<file path="config.mk">
export PLATFORM = sky130hd
export DESIGN_NAME = base64_line_decoder_core
export DESIGN_NICKNAME = d
export VERILOG_FILES = /design/src/sv/b64ld_pkg.sv /design/src/sv/base64_line_decoder_core.sv
export SDC_FILE = /design/constraint.sdc
export NUM_CORES = 1
export LEC_CHECK = 0
export BUFFER_PORTS_ARGS = -buffer_cell sky130_fd_sc_hd__buf_2
export CORE_ASPECT_RATIO = 0.6
export CORE_UTILIZATION = 50
export CTS_BUF_LIST = sky130_fd_sc_hd__clkbuf_4
export DETAILED_ROUTE_END_ITERATION = 10
export PLACE_DENSITY = 0.68
export SLEW_MARGIN = 25
export SYNTH_ARGS = -nofsm -noshare
export SYNTH_HDL_FRONTEND = slang
export SYNTH_SLANG_ARGS = --single-unit
</file>
<file path="constraint.sdc">
create_clock -name clk -period 6.2 [get_ports clk]
set_input_delay 1.24 -clock clk [delete_from_list [all_inputs] [get_ports clk]]
set_output_delay 1.24 -clock clk [all_outputs]
set_load 0.02 [all_outputs]
</file>
<file path="src/sv/b64ld_pkg.sv">
// Package for the base64 line decoder: sizes, character codes, result kinds,
// sequencer states and the base64 alphabet lookup.
// Depends on nothing; used by base64_line_decoder_core.
`default_nettype none

package b64ld_pkg;

	// Longest line body, in characters.
	localparam int LINE_CHARS = 76;
	// The line counter must hold LINE_CHARS itself.
	localparam int CNT_W  = $clog2(LINE_CHARS + 1);
	localparam int ADDR_W = $clog2(LINE_CHARS);

	localparam logic [7:0] ASCII_NUL = 8'h00;
	localparam logic [7:0] ASCII_NL  = 8'h0A;
	localparam logic [7:0] ASCII_CR  = 8'h0D;
	localparam logic [7:0] ASCII_PAD = 8'h3D;

	typedef enum logic [1:0] {
		KIND_DATA  = 2'd0,
		KIND_DONE  = 2'd1,
		KIND_ERROR = 2'd2
	} kind_t;

	typedef enum logic [2:0] {
		S_IDLE,
		S_PUSH,
		S_CHECK,
		S_READ,
		S_EVAL,
		S_EMIT,
		S_FINAL
	} seq_state_t;

	// Returns {valid, value} for one character of the standard alphabet.
	function automatic logic [6:0] sextet(input logic [7:0] ch);
		logic [6:0] r;
		r = '0;
		if (ch >= 8'h41 && ch <= 8'h5A) begin
			r = {1'b1, 6'(ch - 8'h41)};
		end else if (ch >= 8'h61 && ch <= 8'h7A) begin
			r = {1'b1, 6'(ch - 8'h61 + 8'd26)};
		end else if (ch >= 8'h30 && ch <= 8'h39) begin
			r = {1'b1, 6'(ch - 8'h30 + 8'd52)};
		end else if (ch == 8'h2B) begin
			r = {1'b1, 6'd62};
		end else if (ch == 8'h2F) begin
			r = {1'b1, 6'd63};
		end
		return r;
	endfunction

endpackage

`default_nettype wire

</file>
<file path="src/sv/base64_line_decoder_core.sv">
// Top level of the base64 line decoder: line memory, quad sequencer and
// output register. Depends on b64ld_pkg.
`default_nettype none

// Usage
// The input channel (in_valid, in_stall, text_byte, end_of_input) carries
// one body character per transaction. Ordinary characters are written into
// a 76-entry line memory; a character that follows a held-back carriage
// return passes through the PUSH state, since both go into the memory.
// A newline, or an end-of-input transaction while a line is pending,
// starts the line check. The sequencer then reads each quad of the line
// from the memory through the single read port with its registered data,
// checks it in the EVAL state, and hands its one to three bytes to the
// output register one per cycle while the receiver does not stall.
// The input is stalled for the whole line check. The output channel
// (out_valid, out_stall, data_byte, kind, last) is a single register; when
// the receiver stalls it, the sequencer simply waits, and nothing is lost.
// A success or error result ends the stream: further transactions are
// accepted and dropped. Reset clears the line counter, the flags and the
// halt flag; the line memory is not cleared, since only entries written on
// the current line are ever read.
module base64_line_decoder_core (
	input  wire logic                 clk,
	input  wire logic                 arst_n,
	input  wire logic                 in_valid,
	output      logic                 in_stall,
	input  wire logic [7:0]           text_byte,
	input  wire logic                 end_of_input,
	output      logic                 out_valid,
	input  wire logic                 out_stall,
	output      logic [7:0]           data_byte,
	output      logic [1:0]           kind,
	output      logic                 last
);

	b64ld_pkg::seq_state_t state_q, state_next;

	logic [b64ld_pkg::CNT_W-1:0] count_q;
	logic overlong_q, pending_q, zero_q, halted_q, eoi_q;
	logic [7:0] held_q;

	logic [b64ld_pkg::CNT_W-1:0] base_q;
	logic [2:0] phase_q;
	logic [7:0] rdata_s1;
	logic [7:0] quad_q [4];

	logic [7:0] bytes_q [3];
	logic [1:0] nb_q, idx_q;
	logic lastq_q;
	b64ld_pkg::kind_t final_kind_q;

	logic out_valid_q, last_q;
	logic [7:0] data_q;
	b64ld_pkg::kind_t kind_q;

	logic [7:0] line_mem [b64ld_pkg::LINE_CHARS];

	// Handshake and decoded input.
	logic accept, out_free, line_pending, is_nl;
	assign in_stall     = (state_q != b64ld_pkg::S_IDLE);
	assign accept       = in_valid && !in_stall;
	assign out_free     = !out_valid_q || !out_stall;
	assign is_nl        = (text_byte == b64ld_pkg::ASCII_NL);
	assign line_pending = (count_q != '0) || overlong_q || pending_q || zero_q;

	// An ordinary character is taken only when it still counts as content.
	logic take_char;
	assign take_char = accept && !halted_q && !end_of_input && !is_nl && !zero_q;

	// Quad evaluation, from the four characters just read.
	logic [6:0] sa, sb, sc, sd;
	logic c_pad, d_pad, quad_err, quad_term, quad_last;
	always_comb begin
		sa = b64ld_pkg::sextet(quad_q[0]);
		sb = b64ld_pkg::sextet(quad_q[1]);
		sc = b64ld_pkg::sextet(quad_q[2]);
		sd = b64ld_pkg::sextet(quad_q[3]);
		c_pad = (quad_q[2] == b64ld_pkg::ASCII_PAD);
		d_pad = (quad_q[3] == b64ld_pkg::ASCII_PAD);
		quad_last = ((base_q + b64ld_pkg::CNT_W'(4)) == count_q);
		// The terminator line is exactly four padding characters.
		quad_term = (count_q == b64ld_pkg::CNT_W'(4))
			&& (quad_q[0] == b64ld_pkg::ASCII_PAD) && (quad_q[1] == b64ld_pkg::ASCII_PAD)
			&& c_pad && d_pad;
		quad_err = !sa[6] || !sb[6] || (!c_pad && !sc[6]) || (!d_pad && !sd[6])
			|| (c_pad && !d_pad)
			|| (c_pad && (sb[3:0] != 4'd0))
			|| (d_pad && !c_pad && (sc[1:0] != 2'd0))
			|| ((c_pad || d_pad) && !quad_last);
	end

	// Next-state logic of the sequencer.
	always_comb begin
		state_next = state_q;
		unique case (state_q)
			b64ld_pkg::S_IDLE: begin
				if (accept && !halted_q) begin
					if (end_of_input) begin
						state_next = line_pending ? b64ld_pkg::S_CHECK : b64ld_pkg::S_FINAL;
					end else if (is_nl) begin
						state_next = b64ld_pkg::S_CHECK;
					end else if (!zero_q && pending_q && text_byte != b64ld_pkg::ASCII_CR
						&& text_byte != b64ld_pkg::ASCII_NUL) begin
						state_next = b64ld_pkg::S_PUSH;
					end
				end
			end
			b64ld_pkg::S_PUSH: begin
				state_next = b64ld_pkg::S_IDLE;
			end
			b64ld_pkg::S_CHECK: begin
				if (overlong_q || count_q == '0 || count_q[1:0] != 2'd0) begin
					state_next = b64ld_pkg::S_FINAL;
				end else begin
					state_next = b64ld_pkg::S_READ;
				end
			end
			b64ld_pkg::S_READ: begin
				if (phase_q == 3'd4) begin
					state_next = b64ld_pkg::S_EVAL;
				end
			end
			b64ld_pkg::S_EVAL: begin
				state_next = (quad_term || quad_err) ? b64ld_pkg::S_FINAL : b64ld_pkg::S_EMIT;
			end
			b64ld_pkg::S_EMIT: begin
				if (out_free && idx_q == nb_q - 2'd1) begin
					if (!lastq_q) begin
						state_next = b64ld_pkg::S_READ;
					end else if (eoi_q) begin
						state_next = b64ld_pkg::S_FINAL;
					end else begin
						state_next = b64ld_pkg::S_IDLE;
					end
				end
			end
			b64ld_pkg::S_FINAL: begin
				if (out_free) begin
					state_next = b64ld_pkg::S_IDLE;
				end
			end
			default: state_next = b64ld_pkg::S_IDLE;
		endcase
	end

	// Control outputs of the sequencer.
	logic push_req, push_en, emit_en, emit_last, line_clear, set_halt;
	logic [7:0] push_data, emit_byte;
	b64ld_pkg::kind_t emit_kind;
	always_comb begin
		push_req   = 1'b0;
		push_data  = text_byte;
		emit_en    = 1'b0;
		emit_kind  = b64ld_pkg::KIND_DATA;
		emit_byte  = bytes_q[idx_q];
		emit_last  = 1'b0;
		line_clear = 1'b0;
		set_halt   = 1'b0;
		unique case (state_q)
			b64ld_pkg::S_IDLE: begin
				// A held-back carriage return becomes content first.
				if (take_char && pending_q) begin
					push_req  = 1'b1;
					push_data = b64ld_pkg::ASCII_CR;
				end else if (take_char && text_byte != b64ld_pkg::ASCII_CR
					&& text_byte != b64ld_pkg::ASCII_NUL) begin
					push_req = 1'b1;
				end
			end
			b64ld_pkg::S_PUSH: begin
				push_req  = 1'b1;
				push_data = held_q;
			end
			b64ld_pkg::S_EMIT: begin
				emit_en   = out_free;
				emit_last = (idx_q == nb_q - 2'd1) && lastq_q && !eoi_q;
				line_clear = out_free && (idx_q == nb_q - 2'd1) && lastq_q;
			end
			b64ld_pkg::S_FINAL: begin
				emit_en    = out_free;
				emit_kind  = final_kind_q;
				emit_byte  = 8'd0;
				emit_last  = 1'b1;
				line_clear = out_free;
				set_halt   = out_free;
			end
			default: begin
			end
		endcase
		push_en = push_req && (count_q < b64ld_pkg::CNT_W'(b64ld_pkg::LINE_CHARS));
	end

	// Line memory: one write port, one read port with registered data.
	logic [b64ld_pkg::ADDR_W-1:0] rd_addr;
	assign rd_addr = b64ld_pkg::ADDR_W'(base_q + b64ld_pkg::CNT_W'(phase_q));

	always_ff @(posedge clk) begin
		if (push_en) begin
			line_mem[count_q[b64ld_pkg::ADDR_W-1:0]] <= push_data;
		end
		rdata_s1 <= line_mem[rd_addr];
	end

	// Control registers.
	always_ff @(posedge clk or negedge arst_n) begin
		if (!arst_n) begin
			state_q     <= b64ld_pkg::S_IDLE;
			count_q     <= '0;
			overlong_q  <= 1'b0;
			pending_q   <= 1'b0;
			zero_q      <= 1'b0;
			halted_q    <= 1'b0;
			out_valid_q <= 1'b0;
		end else begin
			state_q <= state_next;
			if (push_en) begin
				count_q <= count_q + b64ld_pkg::CNT_W'(1);
			end else if (push_req) begin
				overlong_q <= 1'b1;
			end
			if (take_char) begin
				pending_q <= (text_byte == b64ld_pkg::ASCII_CR);
				if (text_byte == b64ld_pkg::ASCII_NUL) begin
					zero_q <= 1'b1;
				end
			end
			if (line_clear) begin
				count_q    <= '0;
				overlong_q <= 1'b0;
				pending_q  <= 1'b0;
				zero_q     <= 1'b0;
			end
			if (set_halt) begin
				halted_q <= 1'b1;
			end
			if (out_free) begin
				out_valid_q <= emit_en;
			end
		end
	end

	// Datapath registers of the sequencer and the output register.
	always_ff @(posedge clk) begin
		unique case (state_q)
			b64ld_pkg::S_IDLE: begin
				held_q  <= text_byte;
				eoi_q   <= end_of_input;
				final_kind_q <= b64ld_pkg::KIND_ERROR;
			end
			b64ld_pkg::S_CHECK: begin
				base_q  <= '0;
				phase_q <= 3'd0;
				idx_q   <= 2'd0;
			end
			b64ld_pkg::S_READ: begin
				phase_q <= phase_q + 3'd1;
				if (phase_q != 3'd0) begin
					quad_q[2'(phase_q - 3'd1)] <= rdata_s1;
				end
			end
			b64ld_pkg::S_EVAL: begin
				bytes_q[0] <= {sa[5:0], sb[5:4]};
				bytes_q[1] <= {sb[3:0], sc[5:2]};
				bytes_q[2] <= {sc[1:0], sd[5:0]};
				nb_q    <= c_pad ? 2'd1 : (d_pad ? 2'd2 : 2'd3);
				lastq_q <= quad_last;
				final_kind_q <= quad_term ? b64ld_pkg::KIND_DONE : b64ld_pkg::KIND_ERROR;
			end
			b64ld_pkg::S_EMIT: begin
				if (out_free) begin
					if (idx_q == nb_q - 2'd1) begin
						idx_q   <= 2'd0;
						base_q  <= base_q + b64ld_pkg::CNT_W'(4);
						phase_q <= 3'd0;
						final_kind_q <= b64ld_pkg::KIND_ERROR;
					end else begin
						idx_q <= idx_q + 2'd1;
					end
				end
			end
			default: begin
			end
		endcase
		if (emit_en) begin
			data_q <= emit_byte;
			kind_q <= emit_kind;
			last_q <= emit_last;
		end
	end

	assign out_valid = out_valid_q;
	assign data_byte = data_q;
	assign kind      = kind_q;
	assign last      = last_q;

endmodule

`default_nettype wire

</file>
* Word-level counts from Yosys, hierarchy flattened
Memory sizes are Yosys's and may differ from the RTL's. A register that Yosys moved wholly into a read port is not among the register bits. Index checks and enable logic that the tools add are counted.
Cells by class: add/subtract/negate cells 27, order comparisons 25, equality and inequality tests 33, muxes and demuxes 73, reduce and logical (&&, ||, !) cells 94
Operator list (count):
- $mux W7 | 24
- $eq A8 B6 Y1 const B | 12
- $ge A8 B7 Y1 const B | 8
- $le A8 B7 Y1 const B | 8
- $sub A6 B6 Y6 const B | 8
- $logic_and A1 B1 Y1 | 39
- $mux W3 | 13
- $ge A8 B6 Y1 const B | 4
- $le A8 B6 Y1 const B | 4
- $add A6 B5 Y6 const B | 4
- $add A6 B6 Y6 const B | 4
- $sub A6 B1 Y6 const B | 4
- $mux W1 | 20
- $pmux W3 S6 | 1
- $eq A8 B4 Y1 const B | 2
- $pmux W8 S2 | 1
- $logic_not A1 Y1 | 15
- $logic_or A1 B1 Y1 | 15
- $pmux W7 S2 | 1
- $reduce_bool A2 Y1 | 7
- $eq A3 B3 Y1 const B | 4
- $mux W2 | 6
- $ne A2 B2 Y1 const B | 6
- $reduce_bool A3 Y1 | 4
- 30 further kinds | 38
Word-level totals: bits in registers 44, bits in writable memories 664, input port bits 13, output and inout bits 13, logic and storage cells 272, memories kept 3
Memory list:
- line_mem | depth 76, bits a word 8, read ports 1, clocked after memory_dff 1, write ports 1, RTL line base64_line_decoder_core.sv:56 | logic [7:0] line_mem [b64ld_pkg::LINE_CHARS];
- quad_q | depth 4, bits a word 8, read ports 4, clocked after memory_dff 0, write ports 1, RTL line base64_line_decoder_core.sv:45 | logic [7:0] quad_q [4];
- bytes_q | depth 3, bits a word 8, read ports 1, clocked after memory_dff 1, write ports 3, RTL line base64_line_decoder_core.sv:47 | logic [7:0] bytes_q [3];

* Depth between registers and ports, before layout
depth in word-level cells 17, mapped depth 11, gate-level depth less buffers 10

* Worst setup path after synthesis
OpenSTA, ideal clock, no wires.
path type input to register, start in text_byte[4], end mem line_mem[0][1] (data pin), library setup time 794 ps, arrival time 5403 ps, required time 5406 ps, path slack 2 ps, stages on the path 4, buffers on the path 0, cells stage by stage or4_1 -> o41ai_4 -> nor3_1 -> o21ai_0
On the way: cells in the longest elaborated chain, start to end 7
RTL lines:
- from (decl) | RTL line base64_line_decoder_core.sv:27 | input wire logic [7:0] text_byte,
- $eq A8 B4 Y1 | RTL line base64_line_decoder_core.sv:63 | assign is_nl = (text_byte == b64ld_pkg::ASCII_NL);
- $logic_not A1 Y1 | RTL line base64_line_decoder_core.sv:68 | assign take_char = accept && !halted_q && !end_of_input && !is_nl && !zero_q;
- $logic_and A1 B1 Y1 (2 in series) | RTL line base64_line_decoder_core.sv:68
- $logic_and A1 B1 Y1 | RTL line base64_line_decoder_core.sv:162 | if (take_char && pending_q) begin
- $mux W8 | RTL line base64_line_decoder_core.sv:162
- $pmux W8 S2 | RTL line base64_line_decoder_core.sv:159 | unique case (state_q)
- via push_data[1] | RTL line base64_line_decoder_core.sv:148 | logic [7:0] push_data, emit_byte;
- to (decl) | RTL line base64_line_decoder_core.sv:56
The timed path passes the listed nets, and every way through them passes these cells.

* Worst setup path after layout
start reg state_q[1], end mem line_mem[35][2] (enable)
On the way: cells in the longest elaborated chain, start to end 15, elaborated cells between the ends (all ways) 18, classes of those cells eq/ne: 1; mux: 5; reduce/logical: 12
RTL lines:
- from (decl) | RTL line base64_line_decoder_core.sv:36 | b64ld_pkg::seq_state_t state_q, state_next;
- from (signal assigned) | RTL line base64_line_decoder_core.sv:207 | state_q <= b64ld_pkg::S_IDLE;
- from (signal assigned) | RTL line base64_line_decoder_core.sv:215 | state_q <= state_next;
- $reduce_bool A3 Y1 | RTL line base64_line_decoder_core.sv:60 | assign in_stall = (state_q != b64ld_pkg::S_IDLE);
- $logic_not A1 Y1 | RTL line base64_line_decoder_core.sv:61 | assign accept = in_valid && !in_stall;
- $logic_and A1 B1 Y1 | RTL line base64_line_decoder_core.sv:61
- $logic_and A1 B1 Y1 (4 in series) | RTL line base64_line_decoder_core.sv:68
- $logic_and A1 B1 Y1 | RTL line base64_line_decoder_core.sv:165 | end else if (take_char && text_byte != b64ld_pkg::ASCII_CR
- $logic_and A1 B1 Y1 | RTL line base64_line_decoder_core.sv:166 | && text_byte != b64ld_pkg::ASCII_NUL) begin
- $mux W1 | RTL line base64_line_decoder_core.sv:165
- $mux W1 | RTL line base64_line_decoder_core.sv:162
- $pmux W1 S2 (*) | RTL line base64_line_decoder_core.sv:159
- $logic_and A1 B1 Y1 (*) | RTL line base64_line_decoder_core.sv:190 | push_en = push_req && (count_q < b64ld_pkg::CNT_W'(b64ld_pkg::LINE_CHARS));
- $mux W1 (*) | RTL line base64_line_decoder_core.sv:198 | if (push_en) begin
- $mux W1 (implied by the code) (*) | RTL line base64_line_decoder_core.sv:199 | line_mem[count_q[b64ld_pkg::ADDR_W-1:0]] <= push_data;
Mark *: on every way between the ends. The rest lies on a longest branch, timed or not.

==> reports/metrics.cfg <==
[run_status]
status=finished clean

[timing]
rsz0062_at_grt=no
tns_ps=0
finalCritPeriodShare=0.7502
finalSetupViolCount=0
fin_worst_skew_ps=55.19
hold_violations=0
fin_hold_ws_ps=269.2
worst_pin_slew_ps=1113
slew_headroom=0.2565
fmax_mhz=215.0
fin_crit_ps=4651
final_max_slew_viol_count=0

[detailed_routing]
viasPerCell=6.228
routed_wl_um=74100
postRouteAntennaNets=0
vias=16960
dr.first_iter.drc_count=2550
drc=0
first_pass_iters=6
wire_per_inst_um=27.21

[logic_synthesis]
yosysUniqueCellTypes=70
async_reset_ff_frac=0.02078
synth_flop_cell=edfxtp_1
syn_avg_cell_area_um2=17.98
syn_inst=1687
synth_top_area_share=0.6919
synthTopCellsByArea=edfxtp_1, mux4_2, ha_1
synth_nets=1747
yosysTopAreaCell=edfxtp_1
ys_ff_latch=722
synth_edf_count=699
ys_seq_area_frac=0.7096
ys_warn_count=0
syn_area_um2=30340

[placement]
gp_congestion=0.9157
dp_hpwl_um=46690
port_buffers=25
place_inst=2439

[floorplan]
ios=26
die_h_um=192.8
fp.dieArea_um2=61690
core_area_um2=59570
initial_core_util=0.5092
die_x_um=320.0
std_cell_rows=69

[critical_path]
path_class=flip-flop to flip-flop
end_kind=flip-flop
cp.required_ps=6710
cp_max_fo=17
cp_slowest_cell=nor2_1
worstPathCellList=or3_1 -> inv_1 -> nand3b_1 -> o31ai_1 -> and3_1 -> nand2_1 -> nor2_1
max_stage_delay_ps=930
cp.arrival_ps=5160
cp-start-kind=flip-flop

[layout]
syn_to_final_growth_pct=10.68
final_layout_size_suffix_gt1_frac=0.2666
seqCellArea_um2=21530
layout_commonest_cell=edfxtp_1
n_fill_cell=4550
nNetsFinal=1879
multi_input_area_um2=8434
layout_common_cells=edfxtp_1, clkbuf_4, mux4_2
stdcell_count=2723

[power]
power_density_nw_per_um2=402.9
pwr-share-clk=0.283
p_leak_uw=0.01100
p_int_uw=9359
p_switching_uw=4170
pwr-share-seq=0.441
total_power_uw=13530
vdd.ir_drop.worst_v=0.0003023
switching_share=0.3082
comb_power_share=0.276

[global_route]
track_usage=0.2456
grt_antenna_before_repair=2
grt_max_degree=154
grt_pass1_wl_um=108200
grt.overflow.total=0
grt_pass1_vias=16150

[clock_network]
htreeDepth=4
hold_buffers=0
clock_path_buffers=3
cts_buffers=159
root_buffer=clkbuf_4
ctsResizeCount=0
cts_tree=done
post-cts-setup-buffers=0
clock_latency_ps=900
clk_pin_slew_worst_paths_ps=80
cts.sinks=722

[worst_hold_path]
hp-class=primary input to asynchronous set/reset pin

[job]
cap_violations=0

## path summary, 6_finish.rpt
check | end | slack (ps) | cells past startpoint | startpoint
max | line_mem[35][2] | 1550 | 7 | state_q[1]
min | out_valid | 270 | 1 | arst_n
max reg2reg | line_mem[35][2] | 1550 | 7 | state_q[1]
min reg2reg | halted_q | 460 | 1 | halted_q
max in group asynchronous | count_q[0] | 5580 | 1 | arst_n
min in group clk | halted_q | 460 | 1 | halted_q
## critical path, delay by kind of cell, from the launching register on
family,cells,cell delay (ps)
and+or+nand+nor,5,2700
AOI/OAI and AO/OA,1,690
DFF,1,540
buffers and inverters,1,340
## cells in the mapped netlist (4+ instances only)
library cell / n
a211oi_1: 5
a21boi_0: 4
a21o_1: 6
a21oi_1: 54
a221oi_1: 5
a311oi_1: 5
a31oi_1: 10
and2_1: 12
and3_1: 11
buf_1: 9
buf_2: 16
buf_6: 5
clkbuf_1: 45
dfrtp_1: 15
dfxtp_1: 8
edfxtp_1: 699
ha_1: 47
inv_1: 44
mux2i_1: 19
mux4_2: 192
nand2_1: 88
nand2b_1: 12
nand3_1: 37
nand4_1: 4
nor2_1: 154
nor2b_1: 17
nor3_1: 18
nor3b_1: 5
o211ai_1: 8
o21ai_0: 25
o21ai_1: 8
o221ai_1: 4
o22ai_1: 6
or3_1: 4
xnor2_1: 19
xor2_1: 10
## power groups by stage
| stage | registers, µW | clock network, µW | logic (µW) |
|---|---|---|---|
| global route | 5990 | 4130 | 3970 |
| CTS | 5960 | 3900 | 3730 |
| finish | 5970 | 3820 | 3740 |
| detailed placement | 6060 | 0 | 3730 |
| floorplan | 6000 | 0 | 2540 |
| global placement | 6060 | 0 | 3680 |
## final cells by class
class,count,share of cell area
Inverter,44,0.004919
Multi-Input combinational cell,846,0.2512
Clock inverter,44,0.01006
Timing Repair Buffer,46,0.01036
Antenna cell,3,0.0002236
Clock buffer,237,0.05299
Sequential cell,722,0.6411
Tap cell,781,0.02910
## sequential cells by signal (all words and copies together), names as in the netlist, 2 cells and up
signal        count
base_q            5
quad_q           32
nb_q              2
held_q            8
line_mem        608
idx_q             2
final_kind_q      2
count_q           7
state_q           3
bytes_q          24
data_byte         8
rdata_s1          8
kind              2
phase_q           3
## kinds of logic after synthesis
family                   after synthesis  share of synthesized area
AND/OR/NAND/NOR                      383                    0.05873
adder cells (fa/ha/maj)               47                    0.01939
flip-flops                           722                     0.7096
AO/OA/AOI/OAI                        176                    0.03848
XOR/XNOR                              29                   0.008373
multiplexers                         211                     0.1488
buffers and inverters                119                    0.01662
## through the flow
step / setup WS, ps / cell area, µm² / util
finish: 1549 / 33570 / 0.5636
floorplan: 2.406 / 30340 / -
detailed placement: 1487 / 31420 / 0.5274
CTS: 1675 / 33530 / 0.5629
global route: 1406 / 33570 / 0.5636
global placement: 1649 / 31360 / 0.5265
## routing by layer
| metal | global-route usage | vias up | wire [µm] |
|---|---|---|---|
| met5 | 0 | - | 0 |
| met4 | 0.06128 | 0 | 1101 |
| met3 | 0.09781 | 90 | 10340 |
| met2 | 0.3064 | 1085 | 28840 |
| met1 | 0.3914 | 8655 | 33810 |
| li1 | - | 7130 | - |
Note: power is estimated with default switching activity, not from simulation.
